<file path="config.mk">
export PLATFORM = sky130hd
export DESIGN_NAME = emhq_before
export DESIGN_NICKNAME = d
export VERILOG_FILES = /design/src/rtl/emhq_pkg.sv /design/src/rtl/emhq_before.sv
export SDC_FILE = /design/constraint.sdc
export NUM_CORES = 1
export LEC_CHECK = 0
export BUFFER_PORTS_ARGS = -buffer_cell sky130_fd_sc_hd__buf_4
export CAP_MARGIN = 20
export CORE_MARGIN = 2
export CORE_UTILIZATION = 45
export DETAILED_ROUTE_END_ITERATION = 16
export PLACE_DENSITY = 0.9
export SLEW_MARGIN = 5
export SYNTH_ARGS = -nofsm -noshare
export SYNTH_HDL_FRONTEND = slang
export SYNTH_SLANG_ARGS = --single-unit
</file>
<file path="constraint.sdc">
create_clock -name vclk -period 2.6
set_clock_uncertainty 0.05 [all_clocks]
set_input_delay 0 -clock vclk [all_inputs]
set_output_delay 0 -clock vclk [all_outputs]
set_load 0.1 [all_outputs]
</file>
<file path="src/rtl/emhq_pkg.sv">
// ----------------------------------------------------------------------------
// emhq_pkg: shared types and constants of the event min-heap queue
// Operation kinds, status codes and field widths.
// ----------------------------------------------------------------------------
package emhq_pkg;

    localparam int TAG_W      = 12;
    localparam int TIME_W     = 48;
    localparam int PRIO_W     = 16;
    localparam int COUNT_W    = 13;
    localparam int TAGS       = 4096;
    localparam int CAPACITY_D = 4096;
    localparam int ORDER_D    = 40;

    typedef enum logic [1:0] {
        KIND_INSERT = 2'd0,
        KIND_POP    = 2'd1,
        KIND_REMOVE = 2'd2,
        KIND_CLEAR  = 2'd3
    } kind_t;

    typedef enum logic [2:0] {
        ST_OK        = 3'd0,
        ST_EMPTY     = 3'd1,
        ST_FULL      = 3'd2,
        ST_NOT_QUEUED = 3'd3,
        ST_QUEUED    = 3'd4,
        ST_EXHAUSTED = 3'd5
    } status_t;

endpackage

</file>
<file path="src/rtl/emhq_before.sv">
// ----------------------------------------------------------------------------
// emhq_before: the shared ordering comparator
// Tells whether entry a is served before entry b: time, then signed
// priority, then insertion order.
// ----------------------------------------------------------------------------
module emhq_before
    import emhq_pkg::*;
#(
    parameter int ORD_W = 40
)
(
    input  logic [TIME_W-1:0]        a_time,
    input  logic signed [PRIO_W-1:0] a_prio,
    input  logic [ORD_W-1:0]         a_ord,
    input  logic [TIME_W-1:0]        b_time,
    input  logic signed [PRIO_W-1:0] b_prio,
    input  logic [ORD_W-1:0]         b_ord,
    output logic                     a_first
);

    always_comb
    begin
        if (a_time != b_time)
            a_first = a_time < b_time;
        else if (a_prio != b_prio)
            a_first = a_prio < b_prio;
        else
            a_first = a_ord < b_ord;
    end

endmodule

</file>
# Word-level counts from Yosys, hierarchy flattened
# Cells that the tools add are included.
# Widths: inputs -> output; s select.
# totals
reg_bits	0
in_bits	208
out_inout_bits	1
elab_cells	7
# classes
n_lt_le_gt_ge	3
n_eq_ne	2
n_mux	2
# ops
cell	n
$lt 48x48->1	1
$ne 48x48->1	1
$lt 40x40->1	1
$lt 16x16->1	1
$ne 16x16->1	1
$mux 1	2

# Longest topological paths before layout
# Gate-level depths: netlist of run 1.
# depth
depth_word	3
depth_mapped	9

# Worst setup path before layout of run 1
# OpenSTA, ideal clock, no wires.
# synth_timing
kind	input to output
from	in b_prio[1]
to	out a_first
arrival_ps	2542
required_time_ps	2550
setup_slack_ps	8
cell_stages	9
path_buffers	0
path_cell_list	inv_1 -> ha_1 -> nor2b_1 -> o21a_1 -> o21ai_0 -> a31oi_1 -> a211oi_1 -> o31ai_1 -> o211ai_1
# synth_via
elab_chain_cells	3
elab_cells_between_ends	4
cone_classes	order compare (1); eq/ne (1); mux (2)
# synth_rtl
item	line_no	source
start, declared	emhq_before.sv:16	input logic signed [PRIO_W-1:0] b_prio,
$lt 16x16->1 or $ne 16x16->1 (tied branches)	emhq_before.sv:26, emhq_before.sv:25	
$mux 1 *	emhq_before.sv:25	else if (a_prio != b_prio)
$mux 1 *	emhq_before.sv:23	if (a_time != b_time)
end, declared	emhq_before.sv:18	output logic a_first
# Every way passes the cells marked *; elsewhere a longest branch is shown, timed or not.

# Worst setup path after layout of run 1
# layout_timing
from	in a_time[23]
to	out a_first
# layout_via
elab_chain_cells	2
elab_cells_between_ends	3
cone_classes	order compare (1); eq/ne (1); mux (1)
# layout_rtl
item	line_no	source
start, declared	emhq_before.sv:12	input logic [TIME_W-1:0] a_time,
$lt 48x48->1 or $ne 48x48->1 (tied branches)	emhq_before.sv:24, emhq_before.sv:23	
$mux 1 *	emhq_before.sv:23	
# Marks and branches as above.

==> metrics.md, run 1 <==
| Metric | Value |
|---|---|
| Status | completed |
| DP Wirelength | 8.09 mm |
| WHS Endpoint | a_first |
| Initial antenna violation count | 0 |
| Antenna Violating Nets Remaining | 0 |
| Largest net degree at the start of global routing | 4 |
| DR vias | 3313 |
| Layout cell share with drive strength beyond 1 | 0.370 |
| Setup repair bufs after CTS | 0 |
| Main area contributors after synthesis | ha_1 (49%), inv_1 (15%), a21oi_1 (6.1%) |
| Yosys top cell area share | 0.490 |
| Worst EP required | 2.55 ns |
| Hold Vio Cnt, Final | 0 |
| # fillers | 407 |
| Gr usage total | 0.248 |
| Die area | 0.00648 sq mm |
| Hold crit path type | input pin to output pin |
| Final Routed Wirelength | 8.43 mm |
| Tcrit/Tclk final | 0.832 |
| Routed len/inst | 13.0 microns |
| Initial core utilization | 0.472 |
| Sequential share of the synthesized area | 0 |
| Row count | 27 |
| Resize count post-CTS | 0 |
| Worst slew margin | 0.753 |
| Setup TNS | 0 ns |
| First DRT Iteration DRCs | 42 |
| # DRC | 0 |
| Initial DRT Pass Iterations | 4 |
| CP Class | input pin to output pin |
| Slew @ Worst Pin | 0.367 ns |
| Die Y | 80.5 microns |
| Pwr/cell area | 143 mW/mm^2 |
| Max cap viols | 0 |
| Worst hold stages | 6 |
| Hold-fix buffers, CTS | 0 |
| Leak pwr | 0.00270 uW |
| Max FO, Critical Path | 2 |
| Die X | 80.5 microns |
| Peak VDD IR | 0.0845 mV |
| Setup violators final | 0 |
| Cell Area, Synth | 0.00263 sq mm |
| Final core occ | 0.770 |
| Switching part of the total | 0.416 |
| Post-synth top area cell | ha_1 |
| Flop pwr share | 0 |
| Max Freq | 462 MHz |
| N_diodes | 0 |
| Syn_nets | 680 |
| RSZ-0062 raised after global routing | false |
| Comb pwr share | 1.000 |
| Share of power burned in the clock network | 0 |
| FF/Latch Area | 0 sq um |
| Via density | 5.10 |
| Nets | 891 |
| Synth Instances | 369 |
| PortBufs | 209 |
| Vias in the first global route | 3293 |
| Worst setup SP type | input pin |
| Worst endpoint data arrival time | 2.11 ns |
| Core area | 0.00557 sq mm |
| Clock Buffer Count | 0 |
| I/O pins | 209 |
| Mean Syn Cell Area | 7.13 sq um |
| Hold Slack | 0.717 ns |
| Min cycle time layout | 2.16 ns |
| GRT Residual Overflow | 0 |
| First-pass GRT wire length | 13.2 mm |
| Switch Pwr | 255 uW |
| Synth cell types | 31 |
| Number of sequential cells | 0 |
| Pint | 358 uW |
| YS warnings | 0 |
| Pins Over Slew Limit | 0 |
| Routability-driven placement congestion ratio | 0.836 |
| Min-Delay Startpoint | a_prio[7] |
| Area Growth Syn to Fin | 63.0% |
| Critical Path End Type | output pin |
==> worst max path at each step <==
stage,startpoint,to,slack [ns],cells after the start
final,a_time[23],a_first,0.44,10
after global routing,a_time[23],a_first,0.25,10
after CTS,a_time[23],a_first,0.42,10
after detailed placement,a_time[23],a_first,0.42,10
after global placement,a_time[30],a_first,0.46,10
after floorplan,b_prio[1],a_first,0.008,9
==> cell usage after synthesis, types with 2 or more instances <==
| cell | number |
|---|---|
| o21ai_0 | 16 |
| nand2_1 | 21 |
| inv_1 | 107 |
| nand4_1 | 19 |
| nor3_1 | 3 |
| nor2_1 | 10 |
| nand3_1 | 8 |
| a211o_1 | 3 |
| a31oi_1 | 3 |
| ha_1 | 103 |
| nor2b_1 | 4 |
| nor4_4 | 2 |
| o211ai_1 | 3 |
| a21oi_1 | 32 |
| nand2b_1 | 2 |
| a211oi_1 | 7 |
| a21o_1 | 12 |
==> stage by stage <==
step	setup slack (ns)	instance area [sq um]	instances	power, uW
floorplan	0.00782	2630	369	293
CTS	0.419	4290	650	618
detailed placement	0.416	4290	650	614
finish	0.436	4290	650	613
global placement	0.461	4290	650	585
global route	0.251	4290	650	696
==> logic make-up after synthesis <==
kind of cell    after synthesis  synth area share
compound gates               83             0.194
fa+ha+maj                   103             0.490
buf+inv                     107             0.153
simple gates                 76             0.164
==> metal layers <==
layer	up-vias	wire, microns	track usage
li1	1697	-	-
met1	1454	2810	0.239
met2	142	4620	0.525
met3	20	771	0.0461
met4	0	234	0.0593
met5	-	0	0
==> area by class of cell <==
class / count / area [sq um] / area share
tap: 72 / 90.1 / 0.0210
inverter: 107 / 402 / 0.0936
multi-input combinational: 262 / 2230 / 0.520
timing repair buffer: 209 / 1570 / 0.366
==> cell usage in the layout (no fill, tap or decap) <==
| cell type | n |
|---|---|
| a211o_1 | 3 |
| a211oi_1 | 7 |
| a21boi_0 | 1 |
| a21o_1 | 12 |
| a21oi_1 | 32 |
| a221o_1 | 1 |
| a221oi_1 | 1 |
| a31oi_1 | 3 |
| and4_1 | 1 |
| buf_4 | 209 |
| ha_1 | 103 |
| inv_1 | 107 |
| nand2_1 | 21 |
| nand2b_1 | 2 |
| nand3_1 | 8 |
| nand4_1 | 19 |
| nand4_2 | 1 |
| nor2_1 | 10 |
| nor2_2 | 1 |
| nor2b_1 | 4 |
| nor3_1 | 3 |
| nor4_1 | 1 |
| nor4_2 | 1 |
| nor4_4 | 2 |
| nor4b_1 | 1 |
| o2111ai_1 | 1 |
| o211a_1 | 1 |
| o211ai_1 | 3 |
| o21a_1 | 1 |
| o21ai_0 | 16 |
| o31ai_1 | 1 |
| or3_1 | 1 |
==> critical path, stage by stage <==
cell	delay, ns
buf_4	0.11
ha_1	0.29
a21oi_1	0.15
o21ai_0	0.10
a221o_1	0.36
a211o_1	0.23
a221oi_1	0.30
o21ai_0	0.14
o211ai_1	0.11
buf_4	0.32
==> power by group through the flow <==
stage | registers, uW | logic (uW) | clock network, uW
3_3_place_gp | 0 | 585 | 0
2_1_floorplan | 0 | 293 | 0
6_report | 0 | 613 | 0
4_1_cts | 0 | 618 | 0
5_1_grt | 0 | 696 | 0
3_5_place_dp | 0 | 614 | 0
No activity file was read; power rests on OpenSTA's default activity.
==> run 2: changes to the inputs <==
--- a/config.mk
+++ b/config.mk
@@ -8,9 +8,9 @@
 export BUFFER_PORTS_ARGS = -buffer_cell sky130_fd_sc_hd__buf_4
 export CAP_MARGIN = 20
 export CORE_MARGIN = 2
-export CORE_UTILIZATION = 45
+export CORE_UTILIZATION = 38
 export DETAILED_ROUTE_END_ITERATION = 16
-export PLACE_DENSITY = 0.9
+export PLACE_DENSITY = 0.81
 export SLEW_MARGIN = 5
 export SYNTH_ARGS = -nofsm -noshare
 export SYNTH_HDL_FRONTEND = slang
==> constraint.sdc (replaced) <==
create_clock -name vclk -period 1.76
set_clock_uncertainty 0.05 [all_clocks]
set_input_delay 0 -clock vclk [all_inputs]
set_output_delay 0 -clock vclk [all_outputs]
set_load 0.1 [all_outputs]
==> metrics.md, run 2 (same netlist as run 1, synthesis figures left out) <==
| Metric | Value |
|---|---|
| Initial DRT Pass Iterations | 4 (unchanged) |
| Failing checks | negative setup slack |
| Hold crit path type | input pin to output pin |
| Layout cell share with drive strength beyond 1 | 0.466 (+0.0958) |
| Worst endpoint data arrival time | 1.97 ns (-0.14 ns) |
| Min cycle time layout | 2.02 ns |
| CP Class | input pin to output pin |
| Via density | 4.98 (-2.4%) |
| Row count | 30 (+11%) |
| First-pass GRT wire length | 13.7 mm (+3.9%) |
| Post-Place Cells | 675 (+3.8%) |
| Setup TNS | -0.259 ns (-0.259 ns) |
| Hold Vio Cnt, Final | 0 (unchanged) |
| Slowest CP cell | nor4_4 |
| Pins Over Slew Limit | 0 (unchanged) |
| Worst EP required | 1.71 ns (-0.84 ns) |
| Status | finished with violations |
| Setup violators final | 1 (+1) |
| WHS Endpoint | a_first |
| Area Growth Syn to Fin | 85.1% |
| Total Power | 1060 uW (+73%) |
| WP buf/inv | 2 (unchanged) |
| Min-Delay Startpoint | a_prio[14] |
| Worst hold stages | 6 (unchanged) |
| Worst Setup SP | a_time[33] |
| Largest net degree at the start of global routing | 4 (unchanged) |
| Antenna Violating Nets Remaining | 0 (unchanged) |
| Commonest cells after routing, fill and taps aside | buf_4 (217), inv_1 (89), ha_1 (84) |
| Final Non-Filler Cells | 683 (+5.1%) |
| Peak VDD IR | 0.134 mV (+59%) |
| Most common cell after layout, fill and taps aside | buf_4 |
| Clock Buffer Count | 0 (unchanged) |
| Core area | 0.00676 sq mm (+21%) |
| I/O pins | 209 (unchanged) |
| Final core occ | 0.721 (-0.0486) |
| Hold Slack | 0.670 ns (-0.0464 ns) |
| RSZ-0062 raised after global routing | true |
| Leak pwr | 0.00284 uW (+5.2%) |
| Routed len/inst | 13.2 microns (+1.4%) |
| Vias in the first global route | 3409 (+3.5%) |
| Tcrit/Tclk final | 1.15 |
| N_diodes | 0 (unchanged) |
| PortBufs | 209 (unchanged) |
| Die area | 0.00761 sq mm (+17%) |
| DR vias | 3398 (+2.6%) |
| Max Freq | 495 MHz |
| FF/Latch Area | 0 sq um (unchanged) |
| Initial antenna violation count | 0 (unchanged) |
| Number of sequential cells | 0 (unchanged) |
| Die X | 87.2 microns (+8.4%) |
| Die Y | 87.2 microns (+8.4%) |
| Pwr/cell area | 217 mW/mm^2 (+52%) |
| First DRT Iteration DRCs | 39 (-7.1%) |
| Max cap viols | 0 (unchanged) |
| DP Wirelength | 8.21 mm (+1.5%) |
| Hold-fix buffers, CTS | 0 (unchanged) |
| CP top delay family | simple AND/OR/NAND/NOR gates |
| GRT Residual Overflow | 0 (unchanged) |
| Gr usage total | 0.219 (-0.0291) |
| Slowest stage delay, CP | 0.38 ns (+0.02 ns) |
| Worst slew margin | 0.748 (-0.00451) |
| Worst setup margin | -0.259 ns (-0.695 ns) |
| # DRC | 0 (unchanged) |
| CP Cell Sequence | buf_4, ha_4, nand4_1, nor4_4, nand3_2, nor2_4, o2111ai_2, a211o_1, o211ai_1, buf_6 |
| Worst setup SP type | input pin |
| Critical Path End Type | output pin |
| Final Routed Wirelength | 8.99 mm (+6.5%) |
| Routability-driven placement congestion ratio | 0.844 (+0.89%) |
| Nets | 916 (+2.8%) |
| Max FO, Critical Path | 2 (unchanged) |
| Initial core utilization | 0.390 (-0.0826) |
| Slew @ Worst Pin | 0.374 ns (+0.00620 ns) |
[run 2: cell count changes in the layout (fill, tap and decap cells not counted), sizes merged]
cell | before | now
buf | 209 | 234
[run 2: cell type report]
cell class	instances	area [sq um]
Timing Repair Buffer	234	1820
Multi-Input combinational cell	262	2510
Inverter	107	444
Tap cell	80	100
Fill cell	530	1880
[run 2: per-layer routing]
metal  routed length [microns]  up-vias  share of wire  global-route usage
li1                          -     1746              -                   -
met1                      3200     1487           0.36               0.222
met2                      4840      147           0.54               0.459
met3                       740       18          0.082              0.0341
met4                       199        0          0.022              0.0434
met5                         0        -              0                   0
[run 2: how the worst max path moves through the flow]
stage / endpoint / slack, ns / cells after the start
finish: a_first / -0.26 / 10
global route: a_first / -0.38 / 11
CTS: a_first / -0.26 / 11
detailed placement: a_first / -0.45 / 11
global placement: a_first / -0.42 / 10
floorplan: a_first / -0.79 / 8
[run 2: timing repair]
item / 4_1_cts / 5_1_grt
setup endpoints to repair: 1 / 1
buffers inserted: 8 / 0
pin swaps: 20 / 3
gates cloned: 0 / 0
gates resized for setup: 32 / 7
[run 2: stage by stage]
stage / worst slack, ns / instance area, sq um
after floorplan: -0.785 / 2820
after global placement: -0.424 / 4620
after detailed placement: -0.449 / 4620
after CTS: -0.259 / 4840
after global routing: -0.377 / 4870
final: -0.259 / 4870
[run 2: power breakdown]
group	total (uW)	leakage (uW)	internal, uW	switching [uW]
sequential	0	0	0	0
clock	0	0	0	0
combinational	1060	0.00284	623	435
==> run 3: changes to the inputs <==
--- a/config.mk
+++ b/config.mk
@@ -7,7 +7,6 @@
 export LEC_CHECK = 0
 export BUFFER_PORTS_ARGS = -buffer_cell sky130_fd_sc_hd__buf_4
 export CAP_MARGIN = 20
-export CORE_MARGIN = 2
 export CORE_UTILIZATION = 38
 export DETAILED_ROUTE_END_ITERATION = 16
 export PLACE_DENSITY = 0.81
==> metrics.md, run 3 (same netlist as run 1, synthesis figures left out) <==
| Metric | Value |
|---|---|
| Tcrit/Tclk final | 1.12 (-0.0298) |
| Gr usage total | 0.246 (+0.0274) |
| Setup violators final | 1 (unchanged) |
| Min-Delay Startpoint | a_prio[14] |
| Hold-fix buffers, CTS | 0 (unchanged) |
| Slowest stage delay, CP | 0.38 ns (about the same) |
| Max cap viols | 0 (unchanged) |
| Initial core utilization | 0.403 (+0.0134) |
| CP Cell Sequence | buf_6, inv_2, ha_4, nand4_1, nor4_4, nand3_2, nor2_4, o2111ai_2, a211o_1, o211ai_1, buf_6 |
| Initial antenna violation count | 0 (unchanged) |
| Vias in the first global route | 3672 (+7.7%) |
| Failing checks | negative setup slack |
| Hold Slack | 0.670 ns (-0.0000720 ns) |
| Worst Setup SP | b_time[45] |
| Routability-driven placement congestion ratio | 0.881 (+4.4%) |
| Comb pwr share | 1.000 (about the same) |
| Antenna Violating Nets Remaining | 0 (unchanged) |
| Largest net degree at the start of global routing | 4 (unchanged) |
| Worst setup margin | -0.206 ns (+0.0524 ns) |
| # DRC | 0 (unchanged) |
| Flop pwr share | 0 (unchanged) |
| Status | finished with violations |
| WP buf/inv | 3 (+1) |
| Pwr/cell area | 220 mW/mm^2 (+1.3%) |
| Routed len/inst | 13.4 microns (+1.5%) |
| I/O pins | 209 (unchanged) |
| Nets | 913 (-0.33%) |
| DP Wirelength | 7.85 mm (-4.3%) |
| Worst setup SP type | input pin |
| Hold crit path type | input pin to output pin |
| CP top delay family | simple AND/OR/NAND/NOR gates |
| CP Class | input pin to output pin |
| Critical Path End Type | output pin |
| Min cycle time layout | 1.97 ns (-0.0524 ns) |
| Pint | 635 uW (+1.9%) |
| Row count | 29 (-3.3%) |
| First DRT Iteration DRCs | 43 (+10%) |
| Leak pwr | 0.00283 uW (-0.51%) |
| Via density | 5.04 (+1.2%) |
| Final core occ | 0.753 (+0.0314) |
| First-pass GRT wire length | 14.8 mm (+8.2%) |
| Setup WS pre-CTS | -0.449 ns (-0.00000400 ns) |
| Worst slew margin | 0.788 (+0.0397) |
| Slew @ Worst Pin | 0.316 ns (-0.0575 ns) |
| DR vias | 3410 (+0.35%) |
| Slowest CP cell | nor4_4 |
| Switching part of the total | 0.413 (+0.00162) |
| Worst endpoint data arrival time | 1.92 ns (-0.05 ns) |
| Final Non-Filler Cells | 677 (-0.88%) |
| # fillers | 497 (-6.2%) |
| Die area | 0.00726 sq mm (-4.5%) |
| Share of power burned in the clock network | 0 (unchanged) |
| RSZ-0062 raised after global routing | true |
| Max FO, Critical Path | 2 (unchanged) |
| Commonest cells after routing, fill and taps aside | buf_4 (211), inv_1 (85), ha_1 (80) |
| GRT Residual Overflow | 0 (unchanged) |
| Most used cell, CP | buf_6 |
| Die Y | 85.2 microns (-2.3%) |
| Total Power | 1080 uW (+2.1%) |
| Hold Vio Cnt, Final | 0 (unchanged) |
| Area Growth Syn to Fin | 86.7% |
| Post-Place Cells | 673 (-0.30%) |
| PortBufs | 209 (unchanged) |
| Max Freq | 509 MHz (+2.7%) |
| Layout cell share with drive strength beyond 1 | 0.480 (+0.0140) |
| Number of sequential cells | 0 (unchanged) |
| FF/Latch Area | 0 sq um (unchanged) |
| Most common cell after layout, fill and taps aside | buf_4 |
| Core area | 0.00653 sq mm (-3.3%) |
| Pins Over Slew Limit | 0 (unchanged) |
| N_diodes | 0 (unchanged) |
| Switch Pwr | 446 uW (+2.6%) |
| Die X | 85.2 microns (-2.3%) |
| Peak VDD IR | 0.123 mV (-8.5%) |
| Worst EP required | 1.71 ns (about the same) |
| Initial DRT Pass Iterations | 4 (unchanged) |
| Clock Buffer Count | 0 (unchanged) |
| Final Routed Wirelength | 9.04 mm (+0.63%) |
[run 3: changes by cell type in the layout (fill, tap and decap cells not counted), sizes merged]
cell / delta
buf: -3
[run 3: per-layer routing]
layer	track usage	vias to the layer above	wire (microns)
met3	0.0350	30	640
met1	0.237	1496	3150
li1	-	1741	-
met5	0	-	0
met2	0.525	143	4900
met4	0.0755	0	354
[run 3: final cells by class]
type                            instances  area [sq um]  area share
Tap cell                               77          96.3      0.0196
Timing Repair Buffer                  231          1810       0.368
Multi-Input combinational cell        262          2560       0.522
Inverter                              107           447      0.0909
[run 3: final timing paths]
path / end / slack, ns / cells after the start
setup / recovery: a_first / -0.21 / 11
hold / removal: a_first / 0.67 / 6
[run 3: per-stage QoR]
step           instance area, sq um  TNS, ns
6_report                       4920   -0.206
4_1_cts                        4890   -0.212
5_1_grt                        4920   -0.330
3_5_place_dp                   4620   -0.449
3_3_place_gp                   4620   -0.407
2_1_floorplan                  2820   -0.785
[run 3: power by group through the flow]
stage / Combinational, uW / Clock, uW / Sequential (uW)
after floorplan: 462 / 0 / 0
after global placement: 953 / 0 / 0
after detailed placement: 992 / 0 / 0
after CTS: 1060 / 0 / 0
after global routing: 1210 / 0 / 0
final: 1080 / 0 / 0
[run 3: timing repair]
item,in CTS,in global routing
setup buffers,3,1
endpoints found under the hold margin,0,0
pin swaps,26,9
setup endpoints to repair,1,1
resized for setup,47,7
[run 3: worst min-delay path: cells and delay by family]
| kind | cells | cell delay (ns) |
|---|---|---|
| compound gates | 2 | 0.28 |
| fa+ha+maj | 1 | 0.13 |
| buf+inv | 2 | 0.27 |
| simple gates | 1 | 0.04 |
